<file path="config.mk">
export PLATFORM = sky130hd
export DESIGN_NAME = keyed_status_table
export DESIGN_NICKNAME = d
export VERILOG_FILES = /design/src/kst_pkg.sv /design/src/kst_cell.sv /design/src/keyed_status_table.sv
export VERILOG_INCLUDE_DIRS = /design/src /design/src/src
export SDC_FILE = /design/constraint.sdc
export NUM_CORES = 2
export LEC_CHECK = 0
export BUFFER_PORTS_ARGS = -buffer_cell sky130_fd_sc_hd__buf_2
export CAP_MARGIN = 20
export CORE_ASPECT_RATIO = 0.5
export CORE_MARGIN = 2
export CORE_UTILIZATION = 35
export DETAILED_ROUTE_END_ITERATION = 10
export PLACE_DENSITY = 0.52
export SETUP_SLACK_MARGIN = 0.3
export SYNTH_ARGS = -nofsm -noshare
export SYNTH_HDL_FRONTEND = slang
export SYNTH_SLANG_ARGS = --single-unit
export TNS_END_PERCENT = 50
</file>
<file path="constraint.sdc">
create_clock -name clk_i -period 3.3 [get_ports clk_i]
set_input_delay 0.165 -clock clk_i [delete_from_list [all_inputs] [get_ports clk_i]]
set_output_delay 0.165 -clock clk_i [all_outputs]
set_load 0.02 [all_outputs]
</file>
<file path="src/keyed_status_table_macros.svh">
// keyed_status_table_macros.svh: assertion macros for the keyed status table
// used by keyed_status_table.sv; expects clk_i and rst_ni in the including scope
`ifndef KEYED_STATUS_TABLE_MACROS_SVH
`define KEYED_STATUS_TABLE_MACROS_SVH

// same-cycle implication, checked out of reset
`define KST_ASSERT_NOW(lbl, ante, cons) \
  lbl: assert property (@(posedge clk_i) disable iff (!rst_ni) (ante) |-> (cons)) \
    else $error("keyed_status_table: same-cycle check failed");

// next-cycle implication, checked out of reset
`define KST_ASSERT_NEXT(lbl, ante, cons) \
  lbl: assert property (@(posedge clk_i) disable iff (!rst_ni) (ante) |=> (cons)) \
    else $error("keyed_status_table: next-cycle check failed");

`endif

</file>
<file path="src/kst_pkg.sv">
// kst_pkg: beat types, codes, token and write structs, key helpers
// for the keyed status table; no dependencies
`timescale 1ns / 1ps
`default_nettype none

package kst_pkg;

  localparam int unsigned KeyW     = 64;
  localparam int unsigned StatW    = 8;
  localparam int unsigned IdxW     = 8;
  localparam int unsigned OutIdxW  = 4;
  localparam int unsigned KeyChars = 8;

  localparam logic [StatW-1:0] ActiveStatus = 8'd1;
  localparam logic [StatW-1:0] NoStatus     = 8'd0;

  typedef enum logic [1:0] {
    KstClear  = 2'd0,
    KstUpsert = 2'd1,
    KstFind   = 2'd2,
    KstQuery  = 2'd3
  } kst_mode_e;

  typedef enum logic [1:0] {
    KstOk       = 2'd0,
    KstBadStat  = 2'd1,
    KstFull     = 2'd2,
    KstNotFound = 2'd3
  } kst_code_e;

  typedef struct packed {
    kst_mode_e        mode;
    logic [KeyW-1:0]  key;
    logic [StatW-1:0] status;
  } kst_in_t;

  typedef struct packed {
    kst_code_e          result_code;
    logic [OutIdxW-1:0] entry_index;
    logic               existed;
    logic               any_active;
  } kst_out_t;

  // request travelling down the row of cells
  typedef struct packed {
    logic             vld;
    kst_mode_e        mode;
    logic [KeyW-1:0]  key;
    logic [KeyW-1:0]  fkey;
    logic [StatW-1:0] status;
    logic             hit;
    logic             empty_seen;
    logic [IdxW-1:0]  idx;
    logic             active;
  } kst_tok_t;

  // insert broadcast to the claiming cell
  typedef struct packed {
    logic             en;
    logic [KeyW-1:0]  key;
    logic [StatW-1:0] status;
  } kst_wr_t;

  function automatic logic [KeyW-1:0] normalize_key(input logic [KeyW-1:0] k);
    logic [KeyW-1:0] r;
    logic            live;
    r    = '0;
    live = 1'b1;
    for (int i = 0; i < 8; i++) begin
      if (i >= KeyChars || k[8*i +: 8] == 8'h00) begin
        live = 1'b0;
      end
      if (live) begin
        r[8*i +: 8] = k[8*i +: 8];
      end
    end
    return r;
  endfunction

  function automatic logic [KeyW-1:0] fold_case(input logic [KeyW-1:0] k);
    logic [KeyW-1:0] r;
    logic [7:0]      b;
    r = '0;
    b = '0;
    for (int i = 0; i < 8; i++) begin
      b = k[8*i +: 8];
      if (b >= 8'h41 && b <= 8'h5A) begin
        b = b + 8'h20;
      end
      r[8*i +: 8] = b;
    end
    return r;
  endfunction

endpackage

`default_nettype wire

</file>
<file path="src/kst_cell.sv">
// kst_cell: one table entry plus one stage of the request chain
// depends on kst_pkg
`timescale 1ns / 1ps
`default_nettype none

module kst_cell #(
  parameter int unsigned Idx = 0
) (
  input  wire logic              clk_i,
  input  wire logic              rst_ni,
  input  wire kst_pkg::kst_tok_t tok_i,
  input  wire kst_pkg::kst_wr_t  wr_i,
  output kst_pkg::kst_tok_t      tok_o
);

  localparam logic [kst_pkg::IdxW-1:0] IdxC = Idx[kst_pkg::IdxW-1:0];

  logic                        used_q;
  logic                        cand_q;
  logic [kst_pkg::KeyW-1:0]    key_q;
  logic [kst_pkg::StatW-1:0]   status_q;
  kst_pkg::kst_tok_t           tok_q, tok_d;

  logic                        is_ups, is_find, is_clr;
  logic                        ups_hit, find_hit, claim, act;
  logic [kst_pkg::StatW-1:0]   status_now;

  always_comb begin
    is_ups   = tok_i.vld && tok_i.mode == kst_pkg::KstUpsert
               && tok_i.status != kst_pkg::NoStatus;
    is_find  = tok_i.vld && tok_i.mode == kst_pkg::KstFind;
    is_clr   = tok_i.vld && tok_i.mode == kst_pkg::KstClear;
    ups_hit  = is_ups && used_q && !tok_i.hit
               && kst_pkg::fold_case(key_q) == tok_i.fkey;
    find_hit = is_find && used_q && !tok_i.hit && key_q == tok_i.key;
    claim    = is_ups && !used_q && !tok_i.hit && !tok_i.empty_seen;
    status_now = ups_hit ? tok_i.status : status_q;
    act      = !is_clr && used_q && status_now == kst_pkg::ActiveStatus;

    tok_d = tok_i;
    if (ups_hit || find_hit) begin
      tok_d.hit = 1'b1;
      tok_d.idx = IdxC;
    end
    if (claim) begin
      tok_d.empty_seen = 1'b1;
      tok_d.idx        = IdxC;
    end
    tok_d.active = tok_i.active | act;
  end

  always_ff @(posedge clk_i or negedge rst_ni) begin
    if (!rst_ni) begin
      used_q <= 1'b0;
      cand_q <= 1'b0;
      tok_q  <= '0;
    end else begin
      tok_q <= tok_d;
      if (tok_i.vld) begin
        cand_q <= claim;
      end
      if (is_clr) begin
        used_q <= 1'b0;
      end else if (wr_i.en && cand_q) begin
        used_q <= 1'b1;
      end
    end
  end

  always_ff @(posedge clk_i) begin
    if (wr_i.en && cand_q) begin
      key_q    <= wr_i.key;
      status_q <= wr_i.status;
    end else if (ups_hit) begin
      status_q <= tok_i.status;
    end
  end

  assign tok_o = tok_q;

endmodule

`default_nettype wire

</file>
<file path="src/keyed_status_table.sv">
// keyed_status_table: top level, row of kst_cell entries, result stage
// depends on kst_pkg, kst_cell and keyed_status_table_macros.svh
//
//  channel | signals                             | payload
//  in      | in_valid_i / in_ready_o / in_data_i  | kst_pkg::kst_in_t
//  out     | out_valid_o / out_ready_i / out_data_o | kst_pkg::kst_out_t
//
// one beat in flight: the request walks the row through each cell's register, is held
// in the decision stage (fin_q) for the decision and insert write, and its result is then
// loaded into the output register; in_ready_o rises as the result is loaded
// reset empties every entry at once; keys and status are not cleared
// a stalled output holds the finished request in the decision stage
`timescale 1ns / 1ps
`default_nettype none

`include "keyed_status_table_macros.svh"

module keyed_status_table #(
  parameter int unsigned ENTRIES = 16
) (
  input  wire logic             clk_i,
  input  wire logic             rst_ni,
  input  wire logic             in_valid_i,
  output logic                  in_ready_o,
  input  wire kst_pkg::kst_in_t in_data_i,
  output logic                  out_valid_o,
  input  wire logic             out_ready_i,
  output kst_pkg::kst_out_t     out_data_o
);

  kst_pkg::kst_tok_t  tok [ENTRIES+1];
  kst_pkg::kst_tok_t  tok_in;
  kst_pkg::kst_tok_t  fin_q;
  kst_pkg::kst_wr_t   wr;
  kst_pkg::kst_out_t  res, out_q;
  logic               busy_q, out_vld_q, load_out, ins;
  logic [ENTRIES:0]   tok_vld;
  logic [kst_pkg::KeyW-1:0] nkey;

  assign in_ready_o = !busy_q;

  always_comb begin
    nkey          = kst_pkg::normalize_key(in_data_i.key);
    tok_in        = '0;
    tok_in.vld    = in_valid_i && in_ready_o;
    tok_in.mode   = in_data_i.mode;
    tok_in.key    = nkey;
    tok_in.fkey   = kst_pkg::fold_case(nkey);
    tok_in.status = in_data_i.status;
  end

  assign tok[0] = tok_in;

  for (genvar g = 0; g < ENTRIES; g++) begin : g_cell
    kst_cell #(
      .Idx(g)
    ) u_cell (
      .clk_i (clk_i),
      .rst_ni(rst_ni),
      .tok_i (tok[g]),
      .wr_i  (wr),
      .tok_o (tok[g+1])
    );
    assign tok_vld[g] = tok[g+1].vld;
  end
  assign tok_vld[ENTRIES] = fin_q.vld;

  assign load_out = fin_q.vld && (!out_vld_q || out_ready_i);

  always_comb begin
    ins = fin_q.mode == kst_pkg::KstUpsert && fin_q.status != kst_pkg::NoStatus
          && !fin_q.hit && fin_q.empty_seen;
    wr.en     = load_out && ins;
    wr.key    = fin_q.key;
    wr.status = fin_q.status;

    res             = '0;
    res.result_code = kst_pkg::KstOk;
    res.any_active  = fin_q.active;
    unique case (fin_q.mode)
      kst_pkg::KstUpsert: begin
        if (fin_q.status == kst_pkg::NoStatus) begin
          res.result_code = kst_pkg::KstBadStat;
        end else if (fin_q.hit) begin
          res.entry_index = fin_q.idx[kst_pkg::OutIdxW-1:0];
          res.existed     = 1'b1;
        end else if (fin_q.empty_seen) begin
          res.entry_index = fin_q.idx[kst_pkg::OutIdxW-1:0];
          res.any_active  = fin_q.active | (fin_q.status == kst_pkg::ActiveStatus);
        end else begin
          res.result_code = kst_pkg::KstFull;
        end
      end
      kst_pkg::KstFind: begin
        if (fin_q.hit) begin
          res.entry_index = fin_q.idx[kst_pkg::OutIdxW-1:0];
        end else begin
          res.result_code = kst_pkg::KstNotFound;
        end
      end
      kst_pkg::KstClear: begin
        res.any_active = 1'b0;
      end
      kst_pkg::KstQuery: begin
        res.any_active = fin_q.active;
      end
      default: begin
        res.result_code = kst_pkg::KstOk;
      end
    endcase
  end

  always_ff @(posedge clk_i or negedge rst_ni) begin
    if (!rst_ni) begin
      fin_q     <= '0;
      busy_q    <= 1'b0;
      out_vld_q <= 1'b0;
    end else begin
      if (tok[ENTRIES].vld) begin
        fin_q <= tok[ENTRIES];
      end else if (load_out) begin
        fin_q.vld <= 1'b0;
      end
      if (tok[0].vld) begin
        busy_q <= 1'b1;
      end else if (load_out) begin
        busy_q <= 1'b0;
      end
      if (load_out) begin
        out_vld_q <= 1'b1;
      end else if (out_ready_i) begin
        out_vld_q <= 1'b0;
      end
    end
  end

  always_ff @(posedge clk_i) begin
    if (load_out) begin
      out_q <= res;
    end
  end

  assign out_valid_o = out_vld_q;
  assign out_data_o  = out_q;

  `KST_ASSERT_NOW(a_fin_busy, fin_q.vld, busy_q)
  `KST_ASSERT_NOW(a_one_request, 1'b1, $onehot0(tok_vld))
  `KST_ASSERT_NEXT(a_accept_busy, in_valid_i && in_ready_o, busy_q)
  `KST_ASSERT_NEXT(a_insert_out, wr.en, out_vld_q && !busy_q)

endmodule

`default_nettype wire

</file>
# Word-level counts from Yosys, hierarchy flattened
# Cells that the tools add are included.
# classes
n_addsub,136
n_lt_le_gt_ge,272
eq_ne,83
muxes,281
bitwise_logic,17
n_reduce_logical,539
# op_table
operator,n
64-bit equality test,32
8-bit two-way mux,191
"8-bit by 6-bit adder with 8-bit output, second input constant",136
"8-bit by 7-bit >= comparator with 1-bit output, second input constant",136
"8-bit by 7-bit less-or-equal comparator with 1-bit output, second input constant",136
1-bit logical AND,394
9-bit two-way mux,16
"8-bit by 1-bit equality test with 1-bit output, second input constant",17
8-bit nonzero test,17
8-bit zero test,9
1-bit zero test,65
1-bit two-way mux,64
2-bit nonzero test,19
"2-bit by 1-bit equality test with 1-bit output, second input constant",17
"2-bit equality test, second input constant",17
2-bit zero test,17
1-bit logical OR,17
1-bit OR,16
4-bit two-way mux,3
6-bit case mux with 2 select lines,1
2-bit two-way mux,4
6-bit two-way mux,1
1-bit case mux with 2 select lines,1
2-bit OR reduction,1
1-bit inverter,1
# word_totals
regBits,3608
input_bits,78
word_cells,1549

# Depth between registers and ports, before layout
# logic_depth
depth_word,18
mapped_depth,18

# By module
# Synthesis repeated with hierarchy kept, for this count alone.
# hier_totals
cells_unflattened,11991
area_unflattened_um2,151995.8
# modules_own_cells
mod,n_inst,cells_per_inst,area_each_um2
kst_cell at g_cell[10].u_cell ...,6,727,9223.8
kst_cell at g_cell[1].u_cell ...,4,728,9232.6
kst_cell at g_cell[11].u_cell ...,4,729,9230.1
kst_cell at g_cell[0].u_cell,1,703,9097.5
kst_cell at g_cell[15].u_cell,1,684,8953.6
keyed_status_table,1,414,4750.8

# Worst setup path before layout
# Ideal clock, no wire load.
# synth_path
kind,input port to flip-flop
from,input port in_data_i[16] (netlist bit)
to,register g_cell[0].u_cell.tok_q (netlist bit g_cell[0].u_cell.tok_o[10])
t_arrival_ps,4374
setup_slack_ps,-1177
stages,17
cell_sequence,or4_1 -> nor4_2 -> nor3_1 -> clkbuf_1 -> clkbuf_1 -> clkbuf_1 -> clkbuf_1 -> and3_1 -> ha_1 -> nor3_1 -> a21boi_0 -> and3_1 -> xor2_1 -> o2111ai_1 -> nor4_1 -> a31oi_1 -> nor4_1
# synth_lines
element,line_no,source
from (decl),keyed_status_table.sv:25,"input wire kst_pkg::kst_in_t in_data_i,"
to (signal assigned),kst_cell.sv:58,tok_q <= tok_d;
to (decl),kst_cell.sv:22,"kst_pkg::kst_tok_t tok_q, tok_d;"

==> results.sh <==
export IMPL_r2r_end="g_cell[10].u_cell.tok_o[0]$_DFF_PN0_"
export IMPL_rr_worst_depth=14
export IMPL_fin_skew_ns=0.0398
export IMPL_die_h_um=405
export IMPL_antenna_found_initial=15
export IMPL_drt_iter0_drc=5563
export IMPL_max_freq_mhz=302
export IMPL_cts_max_level=5
export IMPL_grt_pass1_vias=69300
export IMPL_drive_gt1_share_pct=19.1
export IMPL_drc=0
export IMPL_fin_ws_ns=-0.0139
export IMPL_rsz0062_at_grt="true"
export IMPL_die_x_um=807
export IMPL_violations="setup timing"
export IMPL_clkLatencyLatePin_ns=0.85
export IMPL_io_pin_count=88
export IMPL_worstSetupPathType="register to register"
export IMPL_ys_seq_area_share_pct=69.1
export IMPL_track_usage_pct=21.3
export IMPL_worstHoldPathType="primary input to register"
export IMPL_worstPathRequired_ns=4.09
export IMPL_vdd_drop_max_mv=0.422
export IMPL_netlist_instances=8003
export IMPL_power_density_nw_per_um2=638
export IMPL_cts_max_path_buffers=4
export IMPL_hold_viol=0
export IMPL_final_antenna_net_count=0
export IMPL_syn_to_final_growth_pct=22.3
export IMPL_grt_pass1_wl_um=498000
export IMPL_grt_max_degree=109
export IMPL_synth_area_per_cell_um2=14.1
export IMPL_async_flop_share_pct=60.5
export IMPL_fin_nets=9386
export IMPL_viasPerCell=4.99
export IMPL_critPathMostFrequentCell="buf_4"
export IMPL_path_max_fanout=6
export IMPL_yosys_most_used_dff="dfrtp_1"
export IMPL_port_buffers=87
export IMPL_setup_viol=1
export IMPL_wl_um=355000
export IMPL_yosysUniqueCellTypes=84
export IMPL_rows=147
export IMPL_cts_tree="built"
export IMPL_vias=68600
export IMPL_p_leak_nw=54.0
export IMPL_routabilityCongestion=1.04
export IMPL_wire_per_inst_um=25.8
export IMPL_synth_seq_cells=2933
export IMPL_critPathLaunch="g_cell[10].u_cell.key_q[32]$_DFFE_PP_"
export IMPL_drt_pass1_iter_count=5
export IMPL_critPathMaxStageDelay_ns=0.49
export IMPL_fin_setup_tns_ns=-0.0139
export IMPL_die_area_um2=327000
export IMPL_ys_warn_count=0
export IMPL_path_clk_slew_ns=0.07
export IMPL_core_region_area_um2=321000
export IMPL_cp_end_kind="register"
export IMPL_dpl_hpwl_um=279000
export IMPL_critPathLaunchType="register"
export IMPL_slew_violations=0
export IMPL_seq_area_um2=77900
export IMPL_r2r_start="g_cell[10].u_cell.key_q[32]$_DFFE_PP_"
export IMPL_status="complete, but fails checks"
export IMPL_overflow=0
export IMPL_tightest_slew_ns=1.16
export IMPL_synth_fp_nets=8220
export IMPL_post_route_period_util_pct=100
export IMPL_path_cells="buf_4, buf_6, o211ai_1, buf_4, o311ai_4, buf_4, nand4_1, or4_1, or4_4, nor4_4, buf_4, buf_8, mux2i_1, a31o_1"
export IMPL_synth_edf_count=1032
export IMPL_cp_arrival_ns=4.11
export IMPL_period_needed_ns=3.31
export IMPL_hold_ws_ns=0.0649
export IMPL_drv_cap=0
export IMPL_fillers=29100
export IMPL_initial_core_util_pct=35.2
export IMPL_cts_buffers=285
export IMPL_reg2reg_slack_ns=-0.01
export IMPL_clock_root_buffer="clkbuf_16"
export IMPL_slowest_stage="or4_1"
export IMPL_multi_input_area_um2=36200
export IMPL_critPathCapture="g_cell[10].u_cell.tok_o[0]$_DFF_PN0_"
export IMPL_numClockSinks=2933
export IMPL_relSlewSlack_pct=23.0
export IMPL_syn_area_um2=113000
[routing by layer]
| layer | vias up | wire length (um) | global-route usage, % |
|---|---|---|---|
| met3 | 814 | 13300 | 2.12 |
| met4 | 2 | 30100 | 13.7 |
| met2 | 1987 | 162000 | 35.1 |
| li1 | 31400 | - | - |
| met1 | 34400 | 149000 | 27.1 |
| met5 | - | 7 | 0 |
[what timing repair did]
item                                    in CTS  in global routing
cloned                                       3                  1
pin swaps                                   86                186
endpoints found under the setup margin     320                639
resized for setup                          180                273
setup buffers                               62                 47
endpoints found under the hold margin     1505                  0
hold buffers                                82                  0
[power breakdown]
group | internal (W) | switching [W] | leakage (nW)
logic | 0.00309 | 0.00745 | 18.2
registers | 0.0422 | 0.00271 | 31.3
clock network | 0.0188 | 0.0138 | 4.52
total | 0.0641 | 0.0239 | 54.0
[synthesized netlist by cell type (17+ instances only)]
cell | instances | area, um2
dfxtp_1 | 128 | 2560
nor2_1 | 427 | 1600
nand4_1 | 206 | 1290
nor3b_1 | 23 | 173
o22ai_1 | 27 | 169
o2bb2ai_1 | 26 | 228
or4_1 | 57 | 428
nand2b_1 | 69 | 432
nor3_1 | 237 | 1190
mux2i_1 | 142 | 1420
or2_2 | 35 | 219
o211ai_1 | 24 | 180
nor4b_1 | 45 | 394
edfxtp_1 | 1032 | 31000
mux2_2 | 91 | 1020
a2111oi_0 | 18 | 158
o21ai_0 | 97 | 485
nand2_1 | 311 | 1170
dfrtp_1 | 1773 | 44400
nand3_1 | 137 | 686
nand3b_1 | 27 | 203
o31ai_1 | 40 | 300
and3_1 | 61 | 382
xnor2_1 | 726 | 6360
clkbuf_1 | 73 | 274
nor2b_1 | 25 | 156
a21oi_1 | 301 | 1510
xor2_1 | 624 | 5470
nor4bb_1 | 17 | 170
a21o_1 | 43 | 323
a21boi_0 | 20 | 150
or3_1 | 58 | 363
a221oi_1 | 23 | 201
o22a_1 | 17 | 149
o21bai_1 | 41 | 308
nor4_1 | 229 | 1430
and2_1 | 55 | 344
a31oi_1 | 69 | 432
ha_1 | 139 | 1740
o41ai_1 | 59 | 517
a41oi_1 | 17 | 149
inv_1 | 208 | 781
a2bb2oi_1 | 27 | 236
[layout by cell type (no fill, tap or decap), types with 92 or more instances in the layout]
cell / Yosys / final
nand3_1: 137 / 131
dfxtp_1: 128 / 128
clkbuf_16: 0 / 301
edfxtp_1: 1032 / 1032
a21oi_1: 301 / 286
xor2_1: 624 / 616
o21ai_0: 97 / 92
xnor2_1: 726 / 694
nor2_1: 427 / 419
nand2_1: 311 / 299
mux2i_1: 142 / 139
nor3_1: 237 / 206
buf_4: 1 / 693
inv_1: 208 / 190
ha_1: 139 / 133
nor4_1: 229 / 185
nand4_1: 206 / 206
dfrtp_1: 1773 / 1768
[stage by stage]
step / utilization, % / std cells / total power [W] / area (um2) / setup slack (ns)
after CTS: 42.3 / 13700 / 0.0883 / 136000 / 0.000771
after floorplan: - / 8003 / 0.0480 / 113000 / -0.695
after detailed placement: 38.7 / 13000 / 0.0555 / 124000 / -0.913
after global placement: 38.7 / 13000 / 0.0553 / 124000 / -0.891
after global routing: 43.0 / 13700 / 0.0912 / 138000 / -0.163
final: 43.0 / 13700 / 0.0880 / 138000 / -0.0139
[state kept, by name, summed over array words and instances, names as in the netlist, 8 cells and up]
| register | count |
|---|---|
| g_cell.u_cell.tok_o | 1657 |
| g_cell.u_cell.key_q | 1024 |
| g_cell.u_cell.status_q | 128 |
| fin_q | 82 |
| g_cell.u_cell.cand_q | 16 |
| g_cell.u_cell.used_q | 16 |
| out_data_o | 8 |
[how the worst min path moves through the flow]
stage,from,endpoint,slack [ns],cells past startpoint
6_report,in_data_i[54],g_cell[0].u_cell.tok_o[138]$_DFF_PN0_,0.06,5
5_1_grt,in_data_i[21],g_cell[0].u_cell.tok_o[33]$_DFF_PN0_,0.03,3
4_1_cts,in_data_i[22],g_cell[0].u_cell.tok_o[105]$_DFF_PN0_,0.02,6
3_5_place_dp,rst_ni,g_cell[10].u_cell.tok_o[50]$_DFF_PN0_,0.23,1
3_3_place_gp,rst_ni,g_cell[10].u_cell.tok_o[48]$_DFF_PN0_,0.23,1
2_1_floorplan,rst_ni,busy_q$_DFFE_PN0P_,-0.13,0
[cells by family (layout without fill, tap and decap cells)]
kind of cell             after synthesis  in the layout  synth area share [%]
flip-flops                          2933           2933                  69.1
buffers and inverters                300           1693                  1.02
AND/OR/NAND/NOR                     2063           2063                  9.79
XOR/XNOR                            1350           1350                  10.5
AO/OA/AOI/OAI                        985            985                  5.93
multiplexers                         233            233                  2.17
other                                  0             15                     0
adder cells (fa/ha/maj)              139            139                  1.54
[worst max-delay path: cells and delay by family, from the launching register on]
family,cells,cell delay (ns)
AO/OA/AOI/OAI,3,0.50
buffers and inverters,6,0.87
flip-flops,1,0.36
multiplexers,1,0.20
AND/OR/NAND/NOR,4,1.33
[layout make-up]
| class | count | share of cell area, % |
|---|---|---|
| Antenna cell | 15 | 0.0272 |
| Inverter | 208 | 0.590 |
| Multi-Input combinational cell | 4770 | 26.2 |
| Clock inverter | 102 | 0.696 |
| Timing Repair Buffer | 971 | 6.05 |
| Tap cell | 4321 | 3.92 |
| Sequential cell | 2933 | 56.5 |
| Clock buffer | 412 | 6.04 |
No activity file was read; power rests on OpenSTA's default activity.
